<file path="src/hw/rtl/crta_pkg.sv">
// Shared types and constants of the CAN response time analyzer.
`default_nettype none
package crta_pkg;

    localparam int PRIO_W  = 11;
    localparam int JIT_W   = 24;
    localparam int IDX_W   = 6;
    localparam int RESP_W  = 25;
    localparam int TOTAL_W = 31;

    localparam logic [TOTAL_W-1:0] TOTAL_MAX = '1;

    typedef enum logic [0:0] {
        CMD_LOAD  = 1'b0,
        CMD_START = 1'b1
    } req_cmd_t;

    typedef enum logic [3:0] {
        ST_IDLE,
        ST_RD_I,
        ST_LATCH_I,
        ST_BLK_RD,
        ST_BLK_CHK,
        ST_BLK_END,
        ST_IT_RD,
        ST_IT_CHK,
        ST_DIV,
        ST_MUL_INIT,
        ST_MUL,
        ST_ACC,
        ST_IT_END,
        ST_EMIT
    } state_t;

    typedef struct packed {
        logic load_we;
        logic run_init;
        logic rd_k;
        logic ent_latch;
        logic blk_step;
        logic k_clr;
        logic k_inc;
        logic iter_init;
        logic div_start;
        logic div_step;
        logic mul_start;
        logic mul_step;
        logic acc;
        logic q_update;
        logic set_fail;
        logic set_done;
        logic emit;
        logic i_inc;
    } ctrl_cmd_t;

    typedef struct packed {
        logic empty;
        logic k_last;
        logic i_last;
        logic rd_period_zero;
        logic rd_higher;
        logic blk_gt_ti;
        logic step_last;
        logic prod_gt_ti;
        logic t_over;
        logic fixed;
        logic out_free;
    } ctrl_sts_t;

endpackage
`default_nettype wire

</file>
<file path="src/hw/rtl/crta_ctrl.sv">
// Sequencer of the response time analysis.
`default_nettype none
module crta_ctrl (
    input  wire logic               clk,
    input  wire logic               rst_n,
    input  wire logic               in_valid,
    input  wire logic               in_cmd,
    output logic                    in_ready,
    input  wire crta_pkg::ctrl_sts_t sts,
    output crta_pkg::ctrl_cmd_t     cmd
);
    import crta_pkg::*;

    state_t state_reg;
    state_t state_next;

    always_ff @(posedge clk or negedge rst_n)
    begin
        if (!rst_n)
        begin
            state_reg <= ST_IDLE;
        end
        else
        begin
            state_reg <= state_next;
        end
    end

    always_comb
    begin
        state_next = state_reg;
        cmd        = '0;
        in_ready   = 1'b0;
        case (state_reg)
            ST_IDLE:
            begin
                in_ready = 1'b1;
                if (in_valid)
                begin
                    if (in_cmd == CMD_START)
                    begin
                        if (!sts.empty)
                        begin
                            cmd.run_init = 1'b1;
                            state_next   = ST_RD_I;
                        end
                    end
                    else
                    begin
                        cmd.load_we = 1'b1;
                    end
                end
            end
            ST_RD_I:
            begin
                state_next = ST_LATCH_I;
            end
            ST_LATCH_I:
            begin
                cmd.ent_latch = 1'b1;
                cmd.k_clr     = 1'b1;
                if (sts.rd_period_zero)
                begin
                    cmd.set_fail = 1'b1;
                    state_next   = ST_EMIT;
                end
                else
                begin
                    state_next = ST_BLK_RD;
                end
            end
            ST_BLK_RD:
            begin
                cmd.rd_k   = 1'b1;
                state_next = ST_BLK_CHK;
            end
            ST_BLK_CHK:
            begin
                cmd.blk_step = 1'b1;
                if (sts.k_last)
                begin
                    state_next = ST_BLK_END;
                end
                else
                begin
                    cmd.k_inc  = 1'b1;
                    state_next = ST_BLK_RD;
                end
            end
            ST_BLK_END:
            begin
                if (sts.blk_gt_ti)
                begin
                    cmd.set_fail = 1'b1;
                    state_next   = ST_EMIT;
                end
                else
                begin
                    cmd.iter_init = 1'b1;
                    cmd.k_clr     = 1'b1;
                    state_next    = ST_IT_RD;
                end
            end
            ST_IT_RD:
            begin
                cmd.rd_k   = 1'b1;
                state_next = ST_IT_CHK;
            end
            ST_IT_CHK:
            begin
                if (!sts.rd_higher)
                begin
                    if (sts.k_last)
                    begin
                        state_next = ST_IT_END;
                    end
                    else
                    begin
                        cmd.k_inc  = 1'b1;
                        state_next = ST_IT_RD;
                    end
                end
                else if (sts.rd_period_zero)
                begin
                    cmd.set_fail = 1'b1;
                    state_next   = ST_EMIT;
                end
                else
                begin
                    cmd.div_start = 1'b1;
                    state_next    = ST_DIV;
                end
            end
            ST_DIV:
            begin
                cmd.div_step = 1'b1;
                if (sts.step_last)
                begin
                    state_next = ST_MUL_INIT;
                end
            end
            ST_MUL_INIT:
            begin
                cmd.mul_start = 1'b1;
                state_next    = ST_MUL;
            end
            ST_MUL:
            begin
                cmd.mul_step = 1'b1;
                if (sts.step_last)
                begin
                    state_next = ST_ACC;
                end
            end
            ST_ACC:
            begin
                if (sts.prod_gt_ti || sts.t_over)
                begin
                    cmd.set_fail = 1'b1;
                    state_next   = ST_EMIT;
                end
                else
                begin
                    cmd.acc = 1'b1;
                    if (sts.k_last)
                    begin
                        state_next = ST_IT_END;
                    end
                    else
                    begin
                        cmd.k_inc  = 1'b1;
                        state_next = ST_IT_RD;
                    end
                end
            end
            ST_IT_END:
            begin
                if (sts.fixed)
                begin
                    cmd.set_done = 1'b1;
                    state_next   = ST_EMIT;
                end
                else
                begin
                    cmd.q_update = 1'b1;
                    cmd.k_clr    = 1'b1;
                    state_next   = ST_IT_RD;
                end
            end
            ST_EMIT:
            begin
                if (sts.out_free)
                begin
                    cmd.emit = 1'b1;
                    if (sts.i_last)
                    begin
                        state_next = ST_IDLE;
                    end
                    else
                    begin
                        cmd.i_inc  = 1'b1;
                        state_next = ST_RD_I;
                    end
                end
            end
            default:
            begin
                state_next = ST_IDLE;
            end
        endcase
    end
endmodule
`default_nettype wire

</file>
<file path="config.mk">
export PLATFORM = sky130hd
export DESIGN_NAME = crta_ctrl
export DESIGN_NICKNAME = d
export VERILOG_FILES = /design/src/hw/rtl/crta_pkg.sv /design/src/hw/rtl/crta_ctrl.sv
export SDC_FILE = /design/constraint.sdc
export NUM_CORES = 1
export LEC_CHECK = 0
export ABC_AREA = 1
export BUFFER_PORTS_ARGS = -buffer_cell sky130_fd_sc_hd__buf_2
export CAP_MARGIN = 40
export CORE_AREA = 2 2 42 44
export CTS_CLUSTER_SIZE = 24
export DETAILED_ROUTE_END_ITERATION = 10
export DIE_AREA = 0 0 44 46
export PLACE_DENSITY = 0.79
export SYNTH_ARGS = -nofsm -noshare
export SYNTH_HDL_FRONTEND = slang
export SYNTH_SLANG_ARGS = --single-unit
</file>
<file path="constraint.sdc">
create_clock -name clk -period 1.23 [get_ports clk]
set_clock_uncertainty 0.15 [all_clocks]
set_input_delay 0.246 -clock clk [delete_from_list [all_inputs] [get_ports clk]]
set_output_delay 0.246 -clock clk [all_outputs]
set_load 0.05 [all_outputs]
</file>
==> flow_metrics.env, run 1 <==
export IMPL_grt_max_degree=7
export IMPL_cts_root_buf="clkbuf_4"
export IMPL_yosysTopAreaCell="nand2_1"
export IMPL_synth_cell_types=13
export IMPL_grt_worst_endpoint="cmd[11]"
export IMPL_synth_nets=129
export IMPL_die_x_um=44
export IMPL_ys_warn_count=0
export IMPL_dp_cells=197
export IMPL_htree_levels=1
export IMPL_cts_buffer_depth=2
export IMPL_yosysTopAreaCellShare_pct=22.77
export IMPL_syn_area_um2=560.5
export IMPL_ys_ff_latch=4
export IMPL_synth_area_leaders="nand2_1 23%, inv_1 18%, dfrtp_1 18%, nor2_1 14%, nand3_1 13%"
export IMPL_io_buffer_count=33
export IMPL_gp_congestion=0.9412
export IMPL_rows=15
export IMPL_haltStage="5_1_grt"
export IMPL_io_pins=34
export IMPL_error_line="[ERROR DPL-0038] Utilization greater than 100%, impossible to legalize"
export IMPL_worstEndpointType="output port"
export IMPL_avgSynthCellArea_um2=4.917
export IMPL_ys_seq_area_share_pct=17.86
export IMPL_numCtsBuffers=3
export IMPL_initial_core_util_pct=34.73
export IMPL_cts_sinks=4
export IMPL_die_h_um=46
export IMPL_place_area_um2=1176
export IMPL_netlist_instances=114
export IMPL_status="aborted with a tool error"
export IMPL_dp_hpwl_um=2026
==> logic make-up after synthesis <==
family	after synthesis	share of synthesized area, %
AO/OA/AOI/OAI	7	6.920
buffers and inverters	27	18.08
flip-flops	4	17.86
AND/OR/NAND/NOR	76	57.14
==> synth_stat cells <==
master     n
o21ai_0    3
dfrtp_1    4
o22ai_1    1
a21oi_1    2
nand3_1   14
nand2_1   34
inv_1     27
nor2_2     1
nand3b_1   2
nor3_1     2
o211ai_1   1
nor4_1     2
nor2_1    21
==> repair_timing <==
action                                  4_1_cts
hold endpoints to repair                      4
buffers inserted                              3
gates resized for setup                      60
hold buffers                                  1
pin swaps                                    11
endpoints found under the setup margin       23
==> through the flow <==
step                util, %  worst slack [ns]
floorplan                 -           -0.4519
global placement      72.87           -0.4339
detailed placement    72.87           -0.4689
CTS                   88.29           -0.6046
==> run 2: changes to the inputs <==
Settings changed: CORE_AREA 2 2 42 44 to 2 2 63 65, CTS_CLUSTER_SIZE 24 to not set, DIE_AREA 0 0 44 46 to 0 0 65 67, PLACE_DENSITY 0.79 to not set, PLACE_DENSITY_LB_ADDON set to 0.15.
Clock period 1.23 ns to 1.6 ns, I/O delays scaled along.
==> run 2 against run 1 <==
  * The flow now finishes, with violations (negative setup slack)
  * Area after synthesis unchanged
  * Synthesized cell count unchanged
==> flow_metrics.env, run 2 <==
export IMPL_cp_end_kind="output pin"
export IMPL_io_buffer_count=33
export IMPL_final_cell_mix="33 x buf_4, 19 x nand2_1, 18 x buf_6"
export IMPL_yosysTopAreaCell="nand2_1"
export IMPL_avgSynthCellArea_um2=4.917
export IMPL_hold_violations=0
export IMPL_drive_above_1_share_pct=69.95
export IMPL_grt_max_degree=7
export IMPL_crit_path_start_kind="flip-flop"
export IMPL_status="finished with violations"
export IMPL_cp_arrival_ns=1.40
export IMPL_synth_edff_count=0
export IMPL_synth_common_cells="34 x nand2_1, 27 x inv_1, 21 x nor2_1"
export IMPL_largest_reg_flops=4
export IMPL_crit_type="flip-flop to output pin"
export IMPL_min_path_type="primary input to asynchronous set/reset pin"
export IMPL_cts_root_buf="clkbuf_8"
export IMPL_synth_area_leaders="nand2_1 23%, inv_1 18%, dfrtp_1 18%, nor2_1 14%, nand3_1 13%"
export IMPL_numCtsBuffers=3
export IMPL_netlist_instances=114
export IMPL_gp_congestion=0.7668
export IMPL_gr_total_overflow=0
export IMPL_wl_per_cell_um=10.72
export IMPL_failed_checks="negative setup slack"
export IMPL_worstSkewPairLatency_ns=0.21
export IMPL_drv_slew=0
export IMPL_drt_initial_drc_count=17
export IMPL_die_h_um=67
export IMPL_fin_util_pct=44.93
export IMPL_core_area_um2=3606
export IMPL_drtAntennaViolNets=0
export IMPL_total_power_mw=2.799
export IMPL_r2r_cells=10
export IMPL_min_period_ns=1.867
export IMPL_yosysTopAreaCellShare_pct=22.77
export IMPL_ys_seq_area_share_pct=17.86
export IMPL_layout_commonest_cell="buf_4"
export IMPL_vias=945
export IMPL_vdd_drop_max_mv=0.6598
export IMPL_place_ws_ns=-0.2198
export IMPL_grt_pass1_wl_um=4043
export IMPL_ys_warn_count=0
export IMPL_cts_tree="yes"
export IMPL_groute_usage_overall_pct=11.97
export IMPL_setup_ws_ns=-0.2671
export IMPL_cp_required_ns=1.13
export IMPL_htree_levels=1
export IMPL_syn_area_um2=560.5
export IMPL_cts_sinks=4
export IMPL_antenna_cells=0
export IMPL_nets=210
export IMPL_dieArea_um2=4355
export IMPL_cap_viol_max_count=0
export IMPL_synthArstFlopShare_pct=100.0
export IMPL_wl_um=2583
export IMPL_synth_ff_type="dfrtp_1"
export IMPL_rsz0062_at_grt="true"
export IMPL_seq_area_um2=105.1
export IMPL_leakagePower_nw=0.8715
export IMPL_drc=0
export IMPL_first_pass_iters=4
export IMPL_io_pins=34
export IMPL_power_density_nw_per_um2=1728
export IMPL_yosysMostFrequentCell="nand2_1"
export IMPL_cts_buffer_depth=2
export IMPL_die_x_um=65
export IMPL_grt_pass1_vias=921
export IMPL_maxSlewHeadroom_pct=83.63
export IMPL_via_per_inst=3.921
export IMPL_min_period_over_period_pct=116.7
export IMPL_multi_input_area_um2=620.6
export IMPL_worstPathMaxFanout=4
export IMPL_initial_core_util_pct=15.54
export IMPL_antenna_found_initial=0
export IMPL_rows=22
export IMPL_synth_cell_types=13
export IMPL_syn_to_final_growth_pct=189.1
export IMPL_worst_pin_slew_ns=0.2430
export IMPL_cts_clk_slew_worst_paths_ns=0.03
export IMPL_fmax_ghz=0.5356
export IMPL_final_setup_viol_count=20
export IMPL_synth_nets=129
export IMPL_dp_hpwl_um=2002
export IMPL_fillers=366
export IMPL_ys_ff_latch=4
run 2: cell counts after synthesis:
No cell type changed its count.
run 2: cell families after synthesis:
logic type             count (synthesis)  share of synthesized area, %
AOI/OAI and AO/OA                      7                         6.920
buffers and inverters                 27                         18.08
DFF                                    4                         17.86
and+or+nand+nor                       76                         57.14
run 2: area by class of cell:
class / count / area share, %
flip-flops and latches: 4 / 6.487
repair buffers: 76 / 42.01
multi-input cells: 83 / 38.30
well taps: 48 / 3.707
inverters: 27 / 6.950
clock buffers: 3 / 2.548
run 2: final timing paths:
path / startpoint / end / slack, ns
max: state_reg[3] / cmd[11] / -0.27
min: rst_n / state_reg[3] / 0.29
max reg2reg: state_reg[3] / state_reg[1] / -0.03
min reg2reg: state_reg[0] / state_reg[1] / 0.73
max in group asynchronous: rst_n / state_reg[2] / 0.88
min in group clk: sts[4] / state_reg[3] / 0.34
run 2: metal layers:
metal	vias up	part of all wire [%]	global-route usage, %
met3	0	3.8	1.858
met5	-	0	0
li1	513	-	-
met4	0	0	0.7979
met1	409	44	15.56
met2	23	52	21.65
run 2: power by group:
part | internal (mW) | switching (mW)
logic | 1.03 | 1.29
registers | 0.165 | 0.103
clock network | 0.160 | 0.0453
run 2: worst max-delay path, stage by stage, from the launching register on:
cell	delay, ns
dfrtp_2	0.46
inv_4	0.12
nand2_4	0.07
buf_6	0.13
nor2_4	0.10
nand2_2	0.08
nand3_4	0.08
buf_8	0.14
run 2: per-stage QoR:
stage	std cells	setup TNS, ns	cell area (um^2)	hold WS, ns
2_1_floorplan	114	-0.9083	679.4	-0.1256
3_3_place_gp	227	-1.564	1145	-0.02139
3_5_place_dp	227	-1.408	1145	-0.02234
4_1_cts	238	-3.612	1510	0.2859
5_1_grt	241	-4.712	1620	0.3098
6_report	241	-3.415	1620	0.2908
run 2: what timing repair did:
item | 4_1_cts | 5_1_grt
endpoints found under the setup margin | 20 | 23
setup buffers | 8 | 5
pin swaps | 8 | 10
hold buffers | 1 | 0
endpoints found under the hold margin | 4 | 0
resized for setup | 85 | 28
cloned | 0 | 0
No activity file was read; power rests on OpenSTA's default activity.
==> run 3: changes to the inputs <==
Settings changed: ABC_AREA 1 to 0.
==> run 3 against run 2 <==
  * Die area unchanged
  * First-iteration DRC count up 59%
  * The run still ends with negative setup slack left
  * Largest power group unchanged
  * Worst hold slack worse by 0.013 ns
  * Worst setup slack got worse by 0.045 ns
  * Via count up 2.8%
==> flow_metrics.env, run 3 <==
export IMPL_crit_chain="buf_6 -> and2_4 -> and3_4 -> nor2b_4 -> buf_6"
export IMPL_first_pass_iters=4
export IMPL_r2r_cells=8
export IMPL_io_buffer_count=33
export IMPL_fin_hold_ws_ns=0.2777
export IMPL_cts_tree="yes"
export IMPL_min_period_over_period_pct=119.5
export IMPL_setup_ws_ns=-0.3118
export IMPL_grt_pass1_vias=895
export IMPL_synthArstFlopShare_pct=100.0
export IMPL_cts_root_buf="clkbuf_8"
export IMPL_synth_nets=103
export IMPL_failed_checks="negative setup slack"
export IMPL_vdd_drop_max_mv=0.8334
export IMPL_ys_warn_count=0
export IMPL_grt_pass1_wl_um=4236
export IMPL_yosysMostFrequentCell="nor2_1"
export IMPL_wl_per_cell_um=12.41
export IMPL_final_cells=217
export IMPL_layout_commonest_cell="buf_4"
export IMPL_synth_common_cells="11 x nor2_1, 8 x nand2_1, 6 x a21oi_1, 6 x nand2b_1, 5 x nor3_1"
export IMPL_cp_required_ns=1.13
export IMPL_synth_edff_count=0
export IMPL_drtAntennaViolNets=0
export IMPL_crit_type="flip-flop to output pin"
export IMPL_antenna_cells=0
export IMPL_min_path_type="primary input to asynchronous set/reset pin"
export IMPL_rows=22
export IMPL_use_met3_pct=1.689
export IMPL_die_x_um=65
export IMPL_initial_core_util_pct=17.21
export IMPL_status="finished with violations"
export IMPL_fmax_ghz=0.5231
export IMPL_groute_usage_overall_pct=12.68
export IMPL_min_period_ns=1.912
export IMPL_power_density_nw_per_um2=2022
export IMPL_slowest_stage="dfrtp_2"
export IMPL_largest_reg_flops=4
export IMPL_netlist_instances=88
export IMPL_cap_viol_max_count=0
export IMPL_r2r_end="state_reg[3]"
export IMPL_htree_levels=1
export IMPL_top_usage_layer="met2"
export IMPL_syn_area_um2=620.6
export IMPL_cts_buffer_depth=2
export IMPL_core_area_um2=3606
export IMPL_use_met2_pct=22.55
export IMPL_drive_above_1_share_pct=73.96
export IMPL_rrSetupSlack_ns=-0.18
export IMPL_worst_pin_slew_ns=0.3518
export IMPL_dp_hpwl_um=2117
export IMPL_cts_clk_slew_worst_paths_ns=0.03
export IMPL_synth_cell_types=34
export IMPL_cp_arrival_ns=1.44
export IMPL_crit_path_start_kind="flip-flop"
export IMPL_cp_common_cell="buf_6"
export IMPL_grt_use_met1_pct=15.74
export IMPL_rsz0062_at_grt="true"
export IMPL_yosysTopAreaCell="dfrtp_1"
export IMPL_synth_area_leaders="dfrtp_1 16%, nor2_1 6.7%, nand2b_1 6.0%, a21oi_1 4.8%, nand2_1 4.8%"
export IMPL_synth_ff_type="dfrtp_1"
export IMPL_avgSynthCellArea_um2=7.052
export IMPL_cts_sinks=4
export IMPL_hold_violations=0
export IMPL_drv_slew=0
export IMPL_drt_initial_drc_count=27
export IMPL_r2r_start="state_reg[2]"
export IMPL_cp_end_kind="output pin"
export IMPL_dieArea_um2=4355
export IMPL_antenna_found_initial=0
export IMPL_vias=971
export IMPL_grt_max_degree=10
export IMPL_io_pins=34
export IMPL_nets=185
export IMPL_die_h_um=67
export IMPL_wl_um=2694
export IMPL_slowest_delay_ns=0.46
export IMPL_via_per_inst=4.475
export IMPL_ys_ff_latch=4
export IMPL_critical_path_top_delay_family="flip-flops"
export IMPL_dp_cells=195
export IMPL_ys_seq_area_share_pct=16.13
export IMPL_syn_to_final_growth_pct=166.5
export IMPL_numCtsBuffers=3
export IMPL_leakagePower_nw=0.7417
export IMPL_final_setup_viol_count=21
export IMPL_maxSlewHeadroom_pct=76.37
export IMPL_gp_congestion=0.7592
export IMPL_total_power_mw=3.344
export IMPL_drc=0
export IMPL_worstPathMaxFanout=6
export IMPL_worst_path_buf_inv=2
export IMPL_final_cell_mix="36 x buf_4, 22 x buf_6, 14 x buf_2"
export IMPL_gr_total_overflow=0
export IMPL_yosysTopAreaCellShare_pct=16.13
export IMPL_worstSkewPairLatency_ns=0.22
==> run 3: cell count changes in the layout (fill, tap and decap cells not counted), moves of 5 or more <==
| cell | previous run | this run |
|---|---|---|
| nand2_1 | 19 | 3 |
| inv_1 | 15 | 3 |
| inv_2 | 8 | 1 |
| nand2_2 | 9 | 2 |
| nor2_1 | 10 | 3 |
| nand3_2 | 5 | 0 |
| nor2_2 | 5 | 0 |
==> run 3: through the flow <==
step                area (um^2)  worst slack (ns)  TNS, ns  util [%]
finish                     1654           -0.3118   -4.767     45.87
global route               1654           -0.3784   -6.103     45.87
CTS                        1469           -0.3074   -4.672     40.74
detailed placement         1171           -0.2363   -2.299     32.48
global placement           1171           -0.2097   -2.144     32.48
floorplan                 765.7           -0.6324   -3.361         -
==> run 3: layer usage <==
| metal | vias up | share of wire (%) |
|---|---|---|
| met5 | - | 0 |
| met4 | 0 | 0.48 |
| met3 | 2 | 4.5 |
| met2 | 25 | 51 |
| met1 | 461 | 44 |
| li1 | 483 | - |
==> run 3: area by class of cell <==
| cell class | instances | area (um^2) |
|---|---|---|
| well taps | 48 | 60.06 |
| flip-flops and latches | 4 | 103.9 |
| repair buffers | 81 | 718.2 |
| inverters | 4 | 15.01 |
| multi-input cells | 76 | 711.9 |
| fillers | 363 | 1952 |
| clock buffers | 4 | 45.04 |
==> run 3: where the power goes <==
part / leakage [nW] / internal [mW] / switching [mW] / total, mW
logic: 0.674 / 1.39 / 1.45 / 2.85
clock network: 0.0228 / 0.170 / 0.0544 / 0.225
registers: 0.0447 / 0.166 / 0.107 / 0.273
total: 0.742 / 1.73 / 1.62 / 3.34
==> run 3: how the worst max path moves through the flow <==
stage	from	end	slack, ns	cells past startpoint
finish	state_reg[2]	cmd[0]	-0.31	5
floorplan	state_reg[2]	cmd[11]	-0.63	4
detailed placement	state_reg[2]	cmd[11]	-0.24	5
CTS	state_reg[0]	cmd[3]	-0.31	5
global route	state_reg[0]	cmd[11]	-0.38	6
global placement	state_reg[2]	cmd[0]	-0.21	5
==> run 3: timing repair <==
item | in CTS | in global routing
gates resized for setup | 56 | 29
setup buffers | 7 | 11
pin swaps | 10 | 12
endpoints found under the setup margin | 22 | 23
endpoints found under the hold margin | 4 | 0
hold buffers | 1 | 0
==> run 3: cell families after synthesis <==
kind of cell	synth area share, %
buffers and inverters	7.862
AOI/OAI and AO/OA	22.18
DFF	16.13
and+or+nand+nor	52.42
xor gates and xnor gates	1.412
==> run 4: changes to the inputs <==
Settings changed: CORE_AREA 2 2 63 65 to 4 4 65 67, DIE_AREA 0 0 65 67 to 0 0 69 71.
==> run 4 against run 3 <==
  * The flow still finishes with violations (negative setup slack)
  * Sequential power increased by 3%
  * Routed wire length rose by 14%
  * Critical path depth grew 1
  * Worst hold slack improved by 0.0086 ns
  * Die area up 12%
  * Critical path type unchanged
  * Largest power group unchanged
==> flow_metrics.env, run 4 (synthesis gave the netlist of run 3 again) <==
export IMPL_status="finished with violations"
export IMPL_failed_checks="negative setup slack"
export IMPL_fmax_ghz=0.5095
export IMPL_min_path_type="primary input to asynchronous set/reset pin"
export IMPL_gr_total_overflow=0
export IMPL_cp_required_ns=1.13
export IMPL_rrSetupSlack_ns=-0.15
export IMPL_die_x_um=69
export IMPL_rsz0062_at_grt="true"
export IMPL_final_cell_mix="31 x buf_4, 29 x buf_6, 14 x buf_2"
export IMPL_cts_root_buf="clkbuf_8"
export IMPL_grt_pass1_wl_um=4933
export IMPL_grt_pass1_vias=1010
export IMPL_cp_end_kind="output pin"
export IMPL_htree_levels=1
export IMPL_drc=0
export IMPL_cts_buffer_depth=2
export IMPL_largest_reg_flops=4
export IMPL_min_period_ns=1.963
export IMPL_core_area_um2=3633
export IMPL_dieArea_um2=4899
export IMPL_numCtsBuffers=3
export IMPL_cap_viol_max_count=0
export IMPL_r2r_start="state_reg[2]"
export IMPL_use_met3_pct=1.420
export IMPL_cts_clk_slew_worst_paths_ns=0.03
export IMPL_vdd_drop_max_mv=0.8353
export IMPL_cts_tree="yes"
export IMPL_multi_input_area_um2=815.8
export IMPL_drv_slew=0
export IMPL_wl_per_cell_um=13.81
export IMPL_cp_arrival_ns=1.49
export IMPL_grt_use_met1_pct=15.55
export IMPL_top_usage_layer="met2"
export IMPL_nets=191
export IMPL_worstPathMaxFanout=7
export IMPL_critical_path_startpoint="state_reg[2]"
export IMPL_rows=22
export IMPL_dp_cells=198
export IMPL_fin_util_pct=51.34
export IMPL_min_period_over_period_pct=122.7
export IMPL_grt_max_degree=13
export IMPL_groute_usage_overall_pct=12.18
export IMPL_drive_above_1_share_pct=81.14
export IMPL_hold_violations=0
export IMPL_antenna_cells=0
export IMPL_io_pins=34
export IMPL_crit_path_start_kind="flip-flop"
export IMPL_syn_to_final_growth_pct=200.6
export IMPL_use_met2_pct=21.29
export IMPL_leakagePower_nw=0.8215
export IMPL_vias=979
export IMPL_gp_congestion=0.7886
export IMPL_maxSlewHeadroom_pct=75.52
export IMPL_power_density_nw_per_um2=2164
export IMPL_worst_pin_slew_ns=0.3639
export IMPL_via_per_inst=4.390
export IMPL_crit_type="flip-flop to output pin"
export IMPL_setup_ws_ns=-0.3627
export IMPL_final_setup_viol_count=22
export IMPL_total_power_mw=4.038
export IMPL_fillers=340
export IMPL_io_buffer_count=33
export IMPL_die_h_um=71
export IMPL_drtAntennaViolNets=0
export IMPL_wl_um=3079
export IMPL_first_pass_iters=4
export IMPL_seq_area_um2=105.1
export IMPL_drt_initial_drc_count=11
export IMPL_dp_hpwl_um=2215
export IMPL_antenna_found_initial=0
export IMPL_initial_core_util_pct=17.08
export IMPL_final_cells=223
export IMPL_cts_sinks=4
export IMPL_worstSkewPairLatency_ns=0.22
export IMPL_layout_commonest_cell="buf_4"
run 4: worst paths after layout:
path | endpoint | cells after the start
worst max register to register | state_reg[0] | 8
worst min register to register | state_reg[3] | 5
worst max-delay path | cmd[17] | 6
worst min-delay path | state_reg[0] | 2
max in group asynchronous | state_reg[1] | 2
min in group clk | state_reg[1] | 2
run 4: cell type report:
type | count | share of cell area [%]
Sequential cell | 4 | 5.634
Inverter | 4 | 0.8048
Timing Repair Buffer | 87 | 44.20
Multi-Input combinational cell | 76 | 43.73
Clock buffer | 4 | 2.414
Tap cell | 48 | 3.219
run 4: layer usage:
metal  share of wire [%]  vias up
met5                   0        -
met4                   0        0
met3                 3.6        0
met2                  52       20
met1                  44      466
li1                    -      493
run 4: power by group:
part	leakage (nW)	total, mW	internal, mW	switching [mW]
sequential	0.0437	0.280	0.169	0.111
clock	0.0228	0.228	0.171	0.0575
combinational	0.755	3.53	1.84	1.69
total	0.822	4.04	2.18	1.86
run 4: stage by stage:
step	hold WS (ns)	setup TNS [ns]	setup WS (ns)	cell area (um^2)
finish	0.2863	-5.263	-0.3627	1866
global route	0.2935	-6.419	-0.4301	1866
CTS	0.2578	-5.014	-0.3605	1589
detailed placement	-0.02269	-3.179	-0.2704	1206
global placement	-0.02235	-3.082	-0.2481	1206
floorplan	-0.1256	-3.361	-0.6324	765.7
run 4: what timing repair did:
item	in CTS	in global routing
hold endpoints to repair	4	0
gates resized for setup	78	35
pin swaps	13	12
cloned	0	1
hold buffers	1	0
endpoints found under the setup margin	22	23
buffers inserted	6	14
run 4: critical path, stage by stage, from the launching register on:
cell and delay, ns:
dfrtp_2 0.47, buf_6 0.15, buf_6 0.11, nor2_4 0.10, nand2_4 0.08, nor3b_4 0.18, buf_6 0.18
